File: config.mk
export PLATFORM = sky130hd
export DESIGN_NAME = sorted_priority_queue_flat
export DESIGN_NICKNAME = d
export VERILOG_FILES = /design/src/rtl/spq_pkg.sv /design/src/rtl/spq_if.sv /design/src/rtl/spq_store.sv /design/src/rtl/sorted_priority_queue.sv /design/src/flat_wrapper.sv
export SDC_FILE = /design/constraint.sdc
export NUM_CORES = 1
export LEC_CHECK = 0
export ABC_AREA = 1
export BUFFER_PORTS_ARGS = -buffer_cell sky130_fd_sc_hd__buf_4
export CAP_MARGIN = 25
export CORE_ASPECT_RATIO = 0.75
export CORE_MARGIN = 4
export CORE_UTILIZATION = 35
export DETAILED_ROUTE_END_ITERATION = 8
export PLACE_DENSITY = 0.57
export SYNTH_ARGS = -nofsm -noshare
export SYNTH_HDL_FRONTEND = slang
export SYNTH_SLANG_ARGS = --single-unit
File: constraint.sdc
create_clock -name clk -period 6.85 [get_ports clk]
set_input_delay 1.37 -clock clk [delete_from_list [all_inputs] [get_ports clk]]
set_output_delay 1.37 -clock clk [all_outputs]
set_load 0.01 [all_outputs]
File: src/rtl/spq_pkg.sv
// spq_pkg: shared types and codes of the sorted priority queue
// no dependencies; used by the channel interfaces, spq_store and the top level
`timescale 1ns / 1ps

package spq_pkg;

  localparam int CAPACITY = 16;
  localparam int ELEM_W   = 32;
  localparam int PRIO_W   = 16;
  localparam int TOTAL_W  = $clog2(CAPACITY + 1);
  localparam int STATUS_W = 2;

  typedef enum logic {
    FUNC_ENQ = 1'b0,
    FUNC_DEQ = 1'b1
  } func_t;

  typedef enum logic [STATUS_W-1:0] {
    ST_DONE  = 2'd0,
    ST_FULL  = 2'd1,
    ST_EMPTY = 2'd2
  } status_t;

  typedef struct packed {
    logic [ELEM_W-1:0] elem;
    logic [PRIO_W-1:0] prio;
  } entry_t;

endpackage

File: src/rtl/spq_if.sv
// spq_req_if and spq_rsp_if: valid/ready channels of the sorted priority queue
// depends on spq_pkg for field widths
`timescale 1ns / 1ps

interface spq_req_if;
  logic                        valid;
  logic                        ready;
  logic                        func;
  logic [spq_pkg::ELEM_W-1:0]  elem_value;
  logic [spq_pkg::PRIO_W-1:0]  priority_value;

  modport source (output valid, func, elem_value, priority_value, input ready);
  modport sink   (input valid, func, elem_value, priority_value, output ready);
endinterface

interface spq_rsp_if;
  logic                          valid;
  logic                          ready;
  logic [spq_pkg::ELEM_W-1:0]    head_elem;
  logic [spq_pkg::PRIO_W-1:0]    head_priority;
  logic [spq_pkg::TOTAL_W-1:0]   entry_total;
  logic                          is_empty;
  logic [spq_pkg::STATUS_W-1:0]  status;

  modport source (output valid, head_elem, head_priority, entry_total, is_empty, status,
                  input ready);
  modport sink   (input valid, head_elem, head_priority, entry_total, is_empty, status,
                  output ready);
endinterface

File: src/rtl/spq_store.sv
// spq_store: entry memory of the queue, one write and one registered read per cycle
// depends on spq_pkg for the entry type
`timescale 1ns / 1ps

module spq_store #(
  parameter int DEPTH = 16,
  parameter int AW    = 4
) (
  input  logic            clk,
  input  logic            wr_en,
  input  logic [AW-1:0]   wr_addr,
  input  spq_pkg::entry_t wr_data,
  input  logic [AW-1:0]   rd_addr,
  output spq_pkg::entry_t rd_data
);
  import spq_pkg::*;

  entry_t mem [DEPTH];

  always_ff @(posedge clk) begin
    if (wr_en) begin
      mem[wr_addr] <= wr_data;
    end
  end

  always_ff @(posedge clk) begin
    rd_data <= mem[rd_addr];
  end

endmodule

File: src/rtl/sorted_priority_queue.sv
// sorted_priority_queue: bounded min-first priority queue, stable within one priority
// depends on spq_pkg, spq_req_if, spq_rsp_if and spq_store
//
//   channel | dir | fields
//   req     | in  | func, elem_value, priority_value
//   rsp     | out | head_elem, head_priority, entry_total, is_empty, status
//
// entries sit in a circular memory from a head pointer; a dequeue moves the pointer and
// reads the new head, skipping the read when it empties the queue or finds it empty.
// an enqueue walks back from the tail through spq_store, reading one entry in S_RD and
// in S_CMP either moving it back one slot or writing the new item behind it; it writes
// straight to the head slot when it becomes the head, and drops the item when full.
// req.ready is high only in the idle state; a result waiting in the rsp register stalls
// the next one only at its final step. synchronous reset empties the queue at once.
`timescale 1ns / 1ps

module sorted_priority_queue (
  input  logic         clk,
  input  logic         rst,
  spq_req_if.sink      req,
  spq_rsp_if.source    rsp
);
  import spq_pkg::*;

  localparam int AW = $clog2(CAPACITY);
  localparam int CW = $clog2(CAPACITY + 1);
  localparam int SW = CW + 1;
  localparam logic [CW-1:0] CAP_C   = CW'(CAPACITY);
  localparam logic [SW-1:0] CAP_S   = SW'(CAPACITY);
  localparam logic [AW-1:0] LAST_IX = AW'(CAPACITY - 1);

  typedef enum logic [5:0] {
    S_IDLE = 6'b000001,
    S_RD   = 6'b000010,
    S_CMP  = 6'b000100,
    S_HRD  = 6'b001000,
    S_HLD  = 6'b010000,
    S_FIN  = 6'b100000
  } state_t;

  state_t          state;
  logic [CW-1:0]   cnt;
  logic [AW-1:0]   hptr;
  logic [CW-1:0]   k;
  entry_t          new_ent;
  entry_t          hd;
  status_t         st;

  logic            wr_en;
  logic [AW-1:0]   wr_addr;
  entry_t          wr_data;
  logic [AW-1:0]   rd_addr;
  entry_t          rd_data;

  logic [CW-1:0]   off;
  logic [SW-1:0]   sum;
  logic [AW-1:0]   phys;
  logic [AW-1:0]   hptr_inc;
  logic            accept;
  logic            rsp_load;

  assign req.ready = (state == S_IDLE);
  assign accept    = req.valid && req.ready;
  assign rsp_load  = (state == S_FIN) && (!rsp.valid || rsp.ready);
  assign hptr_inc  = (hptr == LAST_IX) ? '0 : hptr + AW'(1);

  // shared address unit: logical slot to memory index
  always_comb begin
    off  = (state == S_RD) ? k - CW'(1) : k;
    sum  = SW'(hptr) + SW'(off);
    phys = (sum >= CAP_S) ? AW'(sum - CAP_S) : AW'(sum);
  end

  always_comb begin
    wr_en   = 1'b0;
    wr_addr = phys;
    wr_data = new_ent;
    rd_addr = (state == S_HRD) ? hptr : phys;
    unique case (state)
      S_RD: begin
        if (k == '0) begin
          wr_en   = 1'b1;
          wr_addr = hptr;
        end
      end
      S_CMP: begin
        wr_en = 1'b1;
        if (rd_data.prio > new_ent.prio) begin
          wr_data = rd_data;
        end
      end
      default: begin
      end
    endcase
  end

  spq_store #(
    .DEPTH (CAPACITY),
    .AW    (AW)
  ) u_store (
    .clk     (clk),
    .wr_en   (wr_en),
    .wr_addr (wr_addr),
    .wr_data (wr_data),
    .rd_addr (rd_addr),
    .rd_data (rd_data)
  );

  always_ff @(posedge clk) begin
    if (rst) begin
      state <= S_IDLE;
      cnt   <= '0;
      hptr  <= '0;
      k     <= '0;
      st    <= ST_DONE;
    end else begin
      unique case (state)
        S_IDLE: begin
          if (accept) begin
            new_ent <= '{elem: req.elem_value, prio: req.priority_value};
            if (func_t'(req.func) == FUNC_DEQ) begin
              if (cnt == '0) begin
                st    <= ST_EMPTY;
                state <= S_FIN;
              end else begin
                st    <= ST_DONE;
                cnt   <= cnt - CW'(1);
                hptr  <= hptr_inc;
                state <= (cnt == CW'(1)) ? S_FIN : S_HRD;
              end
            end else begin
              if (cnt == CAP_C) begin
                st    <= ST_FULL;
                state <= S_FIN;
              end else begin
                st    <= ST_DONE;
                k     <= cnt;
                state <= S_RD;
              end
            end
          end
        end
        S_RD: begin
          if (k == '0) begin
            hd    <= new_ent;
            cnt   <= cnt + CW'(1);
            state <= S_FIN;
          end else begin
            state <= S_CMP;
          end
        end
        S_CMP: begin
          if (rd_data.prio > new_ent.prio) begin
            k     <= k - CW'(1);
            state <= S_RD;
          end else begin
            cnt   <= cnt + CW'(1);
            state <= S_FIN;
          end
        end
        S_HRD: begin
          state <= S_HLD;
        end
        S_HLD: begin
          hd    <= rd_data;
          state <= S_FIN;
        end
        S_FIN: begin
          if (rsp_load) begin
            state <= S_IDLE;
          end
        end
        default: begin
          state <= S_IDLE;
        end
      endcase
    end
  end

  always_ff @(posedge clk) begin
    if (rst) begin
      rsp.valid <= 1'b0;
    end else if (rsp_load) begin
      rsp.valid <= 1'b1;
    end else if (rsp.ready) begin
      rsp.valid <= 1'b0;
    end
  end

  always_ff @(posedge clk) begin
    if (rsp_load) begin
      rsp.head_elem     <= (cnt == '0) ? '0 : hd.elem;
      rsp.head_priority <= (cnt == '0) ? '0 : hd.prio;
      rsp.entry_total   <= TOTAL_W'(cnt);
      rsp.is_empty      <= (cnt == '0);
      rsp.status        <= st;
    end
  end

  a_cnt_bound: assert property (@(posedge clk) disable iff (rst)
    cnt <= CAP_C)
    else $error("entry count above capacity");

  a_cmp_slot: assert property (@(posedge clk) disable iff (rst)
    state == S_CMP |-> k != '0)
    else $error("compare step at head slot");

  a_empty_deq: assert property (@(posedge clk) disable iff (rst)
    accept && func_t'(req.func) == FUNC_DEQ && cnt == '0 |=> state == S_FIN && st == ST_EMPTY)
    else $error("dequeue on empty queue not flagged");

  a_full_total: assert property (@(posedge clk) disable iff (rst)
    rsp_load && st == ST_FULL |=> rsp.entry_total == TOTAL_W'(CAPACITY))
    else $error("dropped enqueue with queue not full");

  a_cnt_step: assert property (@(posedge clk) disable iff (rst)
    state == S_IDLE && !accept |=> $stable(cnt))
    else $error("entry count moved without an item");

endmodule
File: src/flat_wrapper.sv
// flat-port wrapper written by rule: the top's interface ports become plain ports
module sorted_priority_queue_flat import spq_pkg::*;
  (clk, rst, req_valid, req_func, req_elem_value, req_priority_value, req_ready, rsp_valid, rsp_head_elem, rsp_head_priority, rsp_entry_total, rsp_is_empty, rsp_status, rsp_ready);
  spq_req_if req_i ();
  spq_rsp_if rsp_i ();
  input  logic clk;
  input  logic rst;
  input wire logic [$bits(req_i.valid)-1:0] req_valid;
  input wire logic [$bits(req_i.func)-1:0] req_func;
  input wire logic [$bits(req_i.elem_value)-1:0] req_elem_value;
  input wire logic [$bits(req_i.priority_value)-1:0] req_priority_value;
  output wire logic [$bits(req_i.ready)-1:0] req_ready;
  output wire logic [$bits(rsp_i.valid)-1:0] rsp_valid;
  output wire logic [$bits(rsp_i.head_elem)-1:0] rsp_head_elem;
  output wire logic [$bits(rsp_i.head_priority)-1:0] rsp_head_priority;
  output wire logic [$bits(rsp_i.entry_total)-1:0] rsp_entry_total;
  output wire logic [$bits(rsp_i.is_empty)-1:0] rsp_is_empty;
  output wire logic [$bits(rsp_i.status)-1:0] rsp_status;
  input wire logic [$bits(rsp_i.ready)-1:0] rsp_ready;
  assign req_i.valid = req_valid;
  assign req_i.func = req_func;
  assign req_i.elem_value = req_elem_value;
  assign req_i.priority_value = req_priority_value;
  assign req_ready = req_i.ready;
  assign rsp_valid = rsp_i.valid;
  assign rsp_head_elem = rsp_i.head_elem;
  assign rsp_head_priority = rsp_i.head_priority;
  assign rsp_entry_total = rsp_i.entry_total;
  assign rsp_is_empty = rsp_i.is_empty;
  assign rsp_status = rsp_i.status;
  assign rsp_i.ready = rsp_ready;
  sorted_priority_queue u_core (.clk(clk), .rst(rst), .req(req_i), .rsp(rsp_i));
endmodule
# --- Word-level counts from Yosys, hierarchy flattened ---
# Memory sizes are Yosys's and may differ from the RTL's. A register that Yosys moved wholly into a read port is not among the register bits.
# Index checks and enable logic that the tools add are counted.
word_totals:
  mem_count: 1
  ramBits: 768
  in_bits: 53
  out_inout_bits: 58
  regBits: 175
  word_cells: 100
memory_table:
  columns: ["memory", "words", "word_bits", "read_ports", "rd_clocked_by_memory_dff", "wr", "line_no", "rtl"]
  rows:
  - ["u_core.u_store.mem", 16, 48, 1, 1, 1, "spq_store.sv:18", "entry_t mem [DEPTH];"]
op_classes:
  reduce_logical: 17
  bitwise: 2
  order_cmp: 2
  addsub: 6
  eq_ne: 18
  n_mux: 39
op_table:
  columns: ["operator", "n"]
  rows:
  - ["48-bit two-way mux", 3]
  - ["48-bit one-hot mux with 2 select lines", 1]
  - ["5-bit two-way mux", 10]
  - ["6-bit two-way mux", 8]
  - ["6-bit one-hot mux with 6 select lines", 1]
  - ["4-bit two-way mux", 5]
  - ["16-bit greater-than comparator", 1]
  - ["5-bit one-hot mux with 3 select lines", 1]
  - ["2-bit inequality test (second input constant)", 7]
  - ["5-bit zero test", 2]
  - ["5-bit one-hot mux with 2 select lines", 1]
  - ["5-bit by 1-bit subtractor with 5-bit output (second input constant)", 2]
  - ["4-bit by 5-bit adder with 6-bit output", 1]
  - ["6-bit by 1-bit equality test with 1-bit output (second input constant)", 1]
  - ["6-bit by 2-bit equality test with 1-bit output (second input constant)", 1]
  - ["6-bit by 3-bit equality test with 1-bit output (second input constant)", 1]
  - ["6-bit by 4-bit equality test with 1-bit output (second input constant)", 1]
  - ["6-bit by 5-bit equality test with 1-bit output (second input constant)", 1]
  - ["6-bit equality test (second input constant)", 1]
  - ["6-bit by 5-bit >= comparator with 1-bit output (second input constant)", 1]
  - ["1-bit two-way mux", 6]
  - ["3-bit AND reduction", 2]
  - ["6-bit AND reduction", 1]
  - ["2-bit nonzero test", 3]
  - ["17 further kinds", 22]

# --- Depth between registers and ports, before layout ---
logic_depth:
  ltp_word: 7
  ltp_mapped: 21
  depth_no_buf: 19

# --- Hierarchy ---
# From an unflattened synthesis, not the netlist that was laid out.
hier_totals:
  hier_cells: 3987
  hier_area_um2: 42140.4
by_module_without_submodules:
  columns: ["module", "cells_each", "area_each_um2", "seq_area_each_um2", "n_inst"]
  rows:
  - ["spq_store", 3165, 33988.8, 24023.0, 1]
  - ["sorted_priority_queue", 822, 8151.6, 5024.8, 1]

# --- Least setup slack after synthesis ---
# No wires, ideal clock.
synth_path:
  path_type: "input to register"
  start: "input port rst"
  end: "register u_core.hd[0] in the netlist's numbering, enable pin"
  setup_time_ns: 0.526
  path_buffers: 1
  cell_stages: 2
  path_slack_ns: 1.178
  t_arrival_ns: 5.146
  t_required_ns: 6.324
  cell_sequence: "clkbuf_1 -> a211oi_1"
synth_via:
  elab_chain_len: 2
synth_rtl:
  columns: ["element", "line_no", "rtl"]
  rows:
  - ["start, declared", "flat_wrapper.sv:7", "input logic rst;"]
  - ["1-bit inverter (no line)", null, null]
  - ["3-bit AND reduction (no line)", null, null]
  - ["end signal, assigned", "sorted_priority_queue.sv:145", "hd <= new_ent;"]
  - ["end signal, assigned", "sorted_priority_queue.sv:165", "hd <= rd_data;"]
  - ["end, declared", "sorted_priority_queue.sv:46", "entry_t hd;"]
# Every way passes these cells.
# A chain may end at the register's enable or synchronous reset.

# --- Worst setup path after layout ---
layout_path:
  start: "register u_core.state[5]"
  end: "memory u_core.u_store.mem[12][20] in the netlist's numbering, enable pin"
layout_via:
  elab_chain_len: 7
  elab_cells_between_ends: 12
  classes_between: "2 x add/sub; 1 x order compare; 2 x eq/ne; 7 x mux"
layout_rtl:
  columns: ["element", "line_no", "rtl"]
  rows:
  - ["start, declared", "sorted_priority_queue.sv:41", "state_t state;"]
  - ["start signal, assigned", "sorted_priority_queue.sv:129", "state <= (cnt == CW'(1)) ? S_FIN : S_HRD;"]
  - ["6-bit by 2-bit equality test with 1-bit output", "sorted_priority_queue.sv:69, sorted_priority_queue.sv:79", null]
  - ["5-bit two-way mux", "sorted_priority_queue.sv:69", "off = (state == S_RD) ? k - CW'(1) : k;"]
  - ["4-bit by 5-bit adder with 6-bit output", "sorted_priority_queue.sv:70", "sum = SW'(hptr) + SW'(off);"]
  - ["6-bit by 5-bit >= comparator with 1-bit output or 4-bit by 1-bit subtractor with 4-bit output (tied branches)", "sorted_priority_queue.sv:71", "phys = (sum >= CAP_S) ? AW'(sum - CAP_S) : AW'(sum);"]
  - ["4-bit two-way mux", "sorted_priority_queue.sv:71", null]
  - ["4-bit two-way mux", "sorted_priority_queue.sv:81", "if (k == '0) begin"]
  - ["4-bit two-way mux", "sorted_priority_queue.sv:79", "unique case (state)"]
  - ["end, declared", "spq_store.sv:18", null]
# Parallel ways exist; a longest one is shown, timed or not.

==> run metrics <==
slowest CP cell=nor2_4; asr flop ratio synth=0%; CTS resizes=0; n_diodes=0; worst hold stages=0; clk_skew=0.0311 ns; Filler Cell Count=10595; Yosys cell types=39; RR Startpoint=u_core.state[5]; Yosys warnings=0; Min-Delay Path Class=register to register; CP max stage delay=0.88 ns; RSZ-0062 raised after global routing=no; flop2flop setup slack=2.51 ns; VDD IR max=0.363 mV; hold_buf cts=0; Pwr Density=385 nW/µm²; largest net degree at the start of global routing=193; dominant synthesized flop cell=edfxtp_1; height of the die=301 µm; Worst-path clk slew=0.06 ns; core area=114000 µm²; cells after synthesis=3236; total grt overflow=0; crit end category=register; Clock Latency Late Sink=0.69 ns; status=complete, no violations; Setup crit start kind=register; Post CTS Setup Buffer Count=0; routed len/inst=19.5 µm; Setup TNS Final=0 ns; Max H-tree Level=3; R2R depth=14; Total Wirelength=96.9 mm; Min Clock Period, post-route=4.34 ns; hold endpoint=u_core.rsp.status[0]; register bit total from synthesis=991; Synth area leader=edfxtp_1; Ports=111; clock buffer depth=3; TritonRoute pass-1 iters=5; worst r2r dst=u_core.u_store.mem[12][20]; final setup violating endpoints=0; Area Growth Syn to Fin=15.4%; TritonCTS clock tree=built; share of the synthesized area in the top cell type=68.8%; share of cells above drive strength 1=12.9%; fmax=230 MHz; worst hold slack=0.447 ns; Pleak=16.7 nW; most numerous cell in the Yosys netlist=edfxtp_1; Rel. slew slack=23.5%; Finished Cell Area=46300 µm²; worst hold path startpoint=u_core.st[0]; Via density=4.92; vias=24409; first-pass GRT wire length=148 mm; TritonCTS Buffers=99; Net Count, Synth=3314; Mapped Area=40100 µm²; fin crit share=63.4%; row cnt=107; vias in the first global route=23747; Post-synth EDFFs=920; Die Wd=399 µm; commonest cells in the netlist=edfxtp_1 (920), nand2_1 (548), inv_1 (441), o211ai_1 (360), nand3_1 (279); pins over their slew limit=0; buffer and inverter count on the worst path=4; slew at the pin closest to its max-slew limit=1.15 ns; most frequent CP cell=nor2_4; sequential area share after synthesis=72.4%; Final nets=3430; drt first-iter violations=2116; Worst EP arrival=4.66 ns; CTS Root Cell=clkbuf_16; Maximum Capacitance Violations=0; drc violations=0; Final Hold Vio Count=0; Top delay family on crit path=simple AND/OR/NAND/NOR gates; HPWL Detailed=53.1 mm; Final Core Density=40.8%; CP Cell Sequence=nor2_4, nand2_1, nor2_4, inv_2, o21ai_0, inv_1, fa_1, xor2_1, inv_1, nand2_1, o21ai_1, nand3_1, nor2_4, buf_4; all-layer global routing usage=16.0%; Routed Antenna Nets=0; I/O Buffers=110; initial antenna violation count=1; clock sink count=991; CP Data Required Time=7.17 ns; Placed Instance Area=42900 µm²; Synth area leaders=edfxtp_1 (69%), o211ai_1 (6.7%), nand2_1 (5.1%), inv_1 (4.1%), dfxtp_1 (3.5%); CP max FO=26; routability-driven placement congestion ratio=0.789; starting density of the core=35.3%; Critical path origin=u_core.state[5]; Die Area=120000 µm²; Setup CP Type=register to register; Avg Inst Size Synth=12.4 µm²
-- registers in the layout, indices dropped and copies added, names as in the netlist, 4 cells and up --
| signal | count |
|---|---|
| u_core.u_store.mem | 768 |
| u_core.hd | 48 |
| u_core.new_ent | 48 |
| u_core.u_store.rd_data | 48 |
| u_core.rsp.head_elem | 32 |
| u_core.rsp.head_priority | 16 |
| u_core.state | 6 |
| u_core.cnt | 5 |
| u_core.k | 5 |
| u_core.rsp.entry_total | 5 |
| u_core.hptr | 4 |
-- report_power, final --
| group | switching, mW | total, mW | internal [mW] |
|---|---|---|---|
| Clock | 2.34 | 5.56 | 3.22 |
| Combinational | 3.42 | 4.91 | 1.48 |
| Sequential | 0.206 | 7.37 | 7.17 |
-- final cells by class --
type	count	area [µm²]	share of cell area [%]
tap	1526	1910	4.12
timing repair buffer	198	1590	3.42
inverter	450	1700	3.67
clock inverter	44	482	1.04
sequential	991	29000	62.7
clock buffer	143	2870	6.19
multi-input combinational	1612	8740	18.9
-- how the worst max path moves through the flow --
stage	to	slack (ns)	depth (start not counted)
3_3_place_gp	u_core.u_store.mem[10][11]	2.54	15
3_5_place_dp	u_core.u_store.mem[15][41]	2.49	14
4_1_cts	u_core.u_store.mem[15][39]	2.46	14
6_report	u_core.u_store.mem[12][20]	2.51	14
5_1_grt	u_core.u_store.mem[12][17]	2.20	14
2_1_floorplan	u_core.hd[0]	1.18	2
-- logic make-up after synthesis --
group	Yosys count	synth area share, %
DFF	991	72.4
and+or+nand+nor	990	10.7
buffers and inverters	633	6.35
AOI/OAI and AO/OA	588	9.65
adders and majority gates	25	0.798
xor gates and xnor gates	9	0.196
-- stage by stage --
stage / std cells / worst slack, ns / total power, mW
6_report: 4964 / 2.51 / 17.8
2_1_floorplan: 3236 / 1.18 / 10.9
3_5_place_dp: 4767 / 2.49 / 12.5
5_1_grt: 4964 / 2.20 / 18.9
4_1_cts: 4954 / 2.46 / 18.1
3_3_place_gp: 4762 / 2.54 / 12.4
-- metal layers --
metal	up-vias	track usage, %	part of all wire [%]
met5	-	0	0.013
met4	2	4.52	2.4
met3	152	2.38	4.7
met2	591	25.2	46
met1	11968	23.2	47
li1	11696	-	-
-- layout by cell type, fill, tap and decap left out, types with 7 or more instances in the layout --
master,count
edfxtp_1,920
nand2_1,546
inv_1,441
o211ai_1,360
nand3_1,279
buf_4,190
o21ai_0,133
clkbuf_16,102
nor2_1,72
dfxtp_1,71
o21ai_1,65
or2_2,46
clkbuf_1,25
a21oi_1,24
ha_1,24
nor2_4,21
clkinv_2,17
clkbuf_8,16
bufinv_16,8
xor2_1,7
Power figures use the tool's default switching activity.
